`config.mk`:
```
export PLATFORM = sky130hd
export DESIGN_NAME = clcrf_ram
export DESIGN_NICKNAME = d
export VERILOG_FILES = /design/src/hw/rtl/clcrf_ram.sv
export SDC_FILE = /design/constraint.sdc
export NUM_CORES = 2
export LEC_CHECK = 0
export BUFFER_PORTS_ARGS = -buffer_cell sky130_fd_sc_hd__buf_2
export CELL_PAD_IN_SITES_DETAIL_PLACEMENT = 1
export CELL_PAD_IN_SITES_GLOBAL_PLACEMENT = 1
export CORE_MARGIN = 1.5
export CORE_UTILIZATION = 40
export DETAILED_ROUTE_END_ITERATION = 10
export PLACE_DENSITY = 0.71
export SYNTH_ARGS = -nofsm -noshare
export SYNTH_HDL_FRONTEND = slang
export SYNTH_SLANG_ARGS = --single-unit
```
`constraint.sdc`:
```
create_clock -name clk -period 3.9 [get_ports clk]
set_input_delay 0.195 -clock clk [delete_from_list [all_inputs] [get_ports clk]]
set_output_delay 0.195 -clock clk [all_outputs]
set_load 0.02 [all_outputs]
```
`src/hw/rtl/clcrf_ram.sv`:
```
`timescale 1ns / 1ps
`default_nettype none
// ----------------------------------------------------------------------------
// clcrf_ram
// generic single-write, single-read ram with registered read data
// ----------------------------------------------------------------------------
module clcrf_ram #(
  parameter int WIDTH = 8,
  parameter int DEPTH = 256
) (
  input  wire logic                     clk,
  input  wire logic                     we,
  input  wire logic [$clog2(DEPTH)-1:0] waddr,
  input  wire logic [WIDTH-1:0]         wdata,
  input  wire logic                     re,
  input  wire logic [$clog2(DEPTH)-1:0] raddr,
  output logic      [WIDTH-1:0]         rdata
);

  logic [WIDTH-1:0] mem [DEPTH];

  always_ff @(posedge clk) begin
    if (we) begin
      mem[waddr] <= wdata;
    end
    if (re) begin
      rdata <= mem[raddr];
    end
  end

endmodule
`default_nettype wire

```
==> key figures <==
Logic synthesis
  – Syn nets: 3760
  – Post-synthesis cell count: 3733
  – Synth area leaders: edfxtp_1 78%, mux4_2 13%, mux2i_1 1.7%
  – Top_reg_cell synth: edfxtp_1
  – Syn Std Cell Area: 79600 um2
  – Syn Area/Cell: 21.3 um2
  – Synth area leader: edfxtp_1
  – Seq/Total Area, Yosys: 0.775
  – EDFF count, synth: 2056
  – Distinct cells, synth: 54
  – Synthesis Warnings: 0
  – #FFs+latches synth: 2056
  – Top cell type's share of synthesized area: 0.775
  – Post-synth ARST share: 0

GRT
  – Number of global-route vias before repair: 41700
  – Initial antenna violation count: 11
  – First-pass GRT wire length: 310000 um
  – Largest net degree at the start of global routing: 163
  – GRT Util Overall: 0.211
  – Total gr overflow: 0

Place
  – RD Place Congestion: 0.824
  – Detail Placement HPWL: 132000 um
  – Placed Area: 83800 um2
  – Placed Cells: 6389
  – Dpl ws: 0.0406 ns
  – Port buffer count: 34

Setup path
  – Depth of the most critical reg-to-reg path: 6
  – CP max stage delay: 0.83 ns
  – CP endpoint kind: register
  – Crit-path slowest cell: nor3_1
  – CP required: 4.44 ns
  – CP Cell Sequence: mux4_2 > a22o_1 > a221oi_1 > o32ai_1 > nor3_1 > nor4_1
  – Kind of critical path: reg -> reg
  – R2r setup slk: 0.76 ns
  – Crit path DAT: 3.68 ns
  – Worst-path fanout max: 1
  – Reg2reg start: mem[211][5]
  – Worst Setup Start Kind: register
  – Reg2reg end: rdata[5]

Clock network
  – Bufs on Longest Clock Path: 3
  – Worst skew pair latency: 0.87 ns
  – CTS root buf: clkbuf_16
  – CTS tree: done
  – CTS Buf Count: 203
  – CTS clock-pin slew for the worst setup and hold paths: 0.06 ns
  – Number of clock sinks: 2056
  – Cts repair resizes: 0
  – Setup bufs post-CTS: 0
  – CTS H-tree lvls: 4

Pwr
  – Tot Pwr: 46.1 mW
  – LEAKAGE: 27.8 nW
  – Power per cell area: 510 nW/um2
  – Worst VDD drop: 0.431 mV

Min path
  – Worst Hold Launch: wdata[7]
  – Min-Delay Path Class: in -> reg
  – Min-Delay Endpoint: mem[184][7]
  – Hold depth: 1

Job
  – Max-cap viol count: 0

Cells and area
  – Non-filler cells, final: 6778
  – Area of the multi-input gates: 16500 um2
  – Share of layout cells above drive strength 1: 0.242
  – FF+latch area: 61700 um2
  – Area growth from synthesis to final layout: 13.5%
  – Final Core Density: 0.457
  – # fillers: 18000
  – NumNets Final: 3986
  – Design area: 90400 um2

Floorplanning
  – Die Width: 449 um
  – Die area: 202000 um2
  – Die height: 449 um
  – Core area: 198000 um2
  – Initial core utilization: 0.403
  – FP Rows: 163
  – # IOs: 35

STA
  – RSZ-0062 raised after global routing: false
  – Hold Violations, Final: 0
  – Worst hold margin: 0.0186 ns
  – Final period util: 0.806
  – Max Fclk: 318 MHz
  – Setup TNS: 0 ns
  – Clock skew: 0.0438 ns
  – Final Critical Period: 3.14 ns
  – Setup Viol. Count Final: 0
  – Setup ws final: 0.756 ns
  – Slew @ Worst Pin: 1.22 ns
  – Slew Viols, Final: 0
  – Worst rel slew slack: 0.184

Route
  – DRT iter0 DRCs: 4368
  – # DRC: 0
  – Drt pass-1 iters: 6
  – Routed len/inst: 31.6 um
  – Avg Vias per Cell: 5.90
  – ANT nets after route: 0
  – Vias: 40000
  – Routed Wire Length: 214000 um

Status
  – Status: finished, final reports clean
-- worst max-delay path by stage --
| stage | from | end | slack [ns] |
|---|---|---|---|
| after floorplan | raddr[0] | rdata[2] | 1.63 |
| after global placement | raddr[0] | rdata[2] | -0.28 |
| after detailed placement | raddr[1] | rdata[5] | 0.04 |
| after CTS | mem[211][5] | rdata[5] | 0.69 |
| after global routing | mem[211][5] | rdata[5] | 0.61 |
| final | mem[211][5] | rdata[5] | 0.76 |
-- registers in the layout (all words and copies together) (netlist names) --
signal,count
rdata,8
mem,2048
-- Yosys cell counts, types with 31 or more instances --
master and number:
buf_2 31, edfxtp_1 2056, a22oi_1 133, mux2i_1 134, mux4_2 454, o221ai_1 46, nor2b_1 31, a21oi_1 96
clkbuf_1 111, nand2_1 33, nor2_1 282, nand3_1 34
-- timing repair --
action / CTS / global route
hold buffers: 5 / 0
hold endpoints to repair: 265 / 0
setup endpoints to repair: 0 / 0
-- cells in the final DEF, fill, tap and decap left out, types with 27 or more instances in the layout --
master	instances
clkbuf_16	203
clkbuf_1	63
nor2b_1	28
a21oi_1	96
mux4_2	454
nor2_1	279
nand3_1	34
mux2i_1	134
edfxtp_1	2056
nand2_1	32
o22ai_1	28
clkinv_2	29
a22oi_1	133
o221ai_1	46
buf_12	27
clkinv_1	44
buf_4	190
-- power breakdown --
group | leakage [nW] | switching [mW] | total [mW] | internal, mW
Clock | 3.16 | 8.55 | 19.4 | 10.8
Combinational | 6.18 | 1.52 | 2.31 | 0.792
Sequential | 18.5 | 0.0431 | 24.4 | 24.4
Total | 27.8 | 10.1 | 46.1 | 36.0
-- metal layers --
layer	vias to the layer above	part of all wire	GRT usage
li1	16200	-	-
met1	21600	0.39	0.286
met2	1867	0.49	0.344
met3	383	0.079	0.0380
met4	8	0.038	0.0746
met5	-	0.00025	0
-- final cells by class --
class | instances | share of cell area
clock buffers | 266 | 0.0588
diodes | 5 | 0.000138
repair buffers | 254 | 0.0251
well taps | 2640 | 0.0365
clock inverters | 113 | 0.0137
inverters | 2 | 0.0000830
multi-input cells | 1442 | 0.183
flip-flops and latches | 2056 | 0.683
-- worst max-delay path: cells and delay by family (launching register included) --
family | cells | cell delay (ns)
flops | 1 | 0.40
simple gates | 2 | 0.99
compound gates | 3 | 0.93
mux | 1 | 0.50
-- cell families after synthesis --
family,after synthesis,share of synthesized area
flops,2056,0.775
mux,591,0.146
simple gates,466,0.0263
compound gates,385,0.0342
buf+inv,235,0.0183
(Power assumes the default switching activity.)
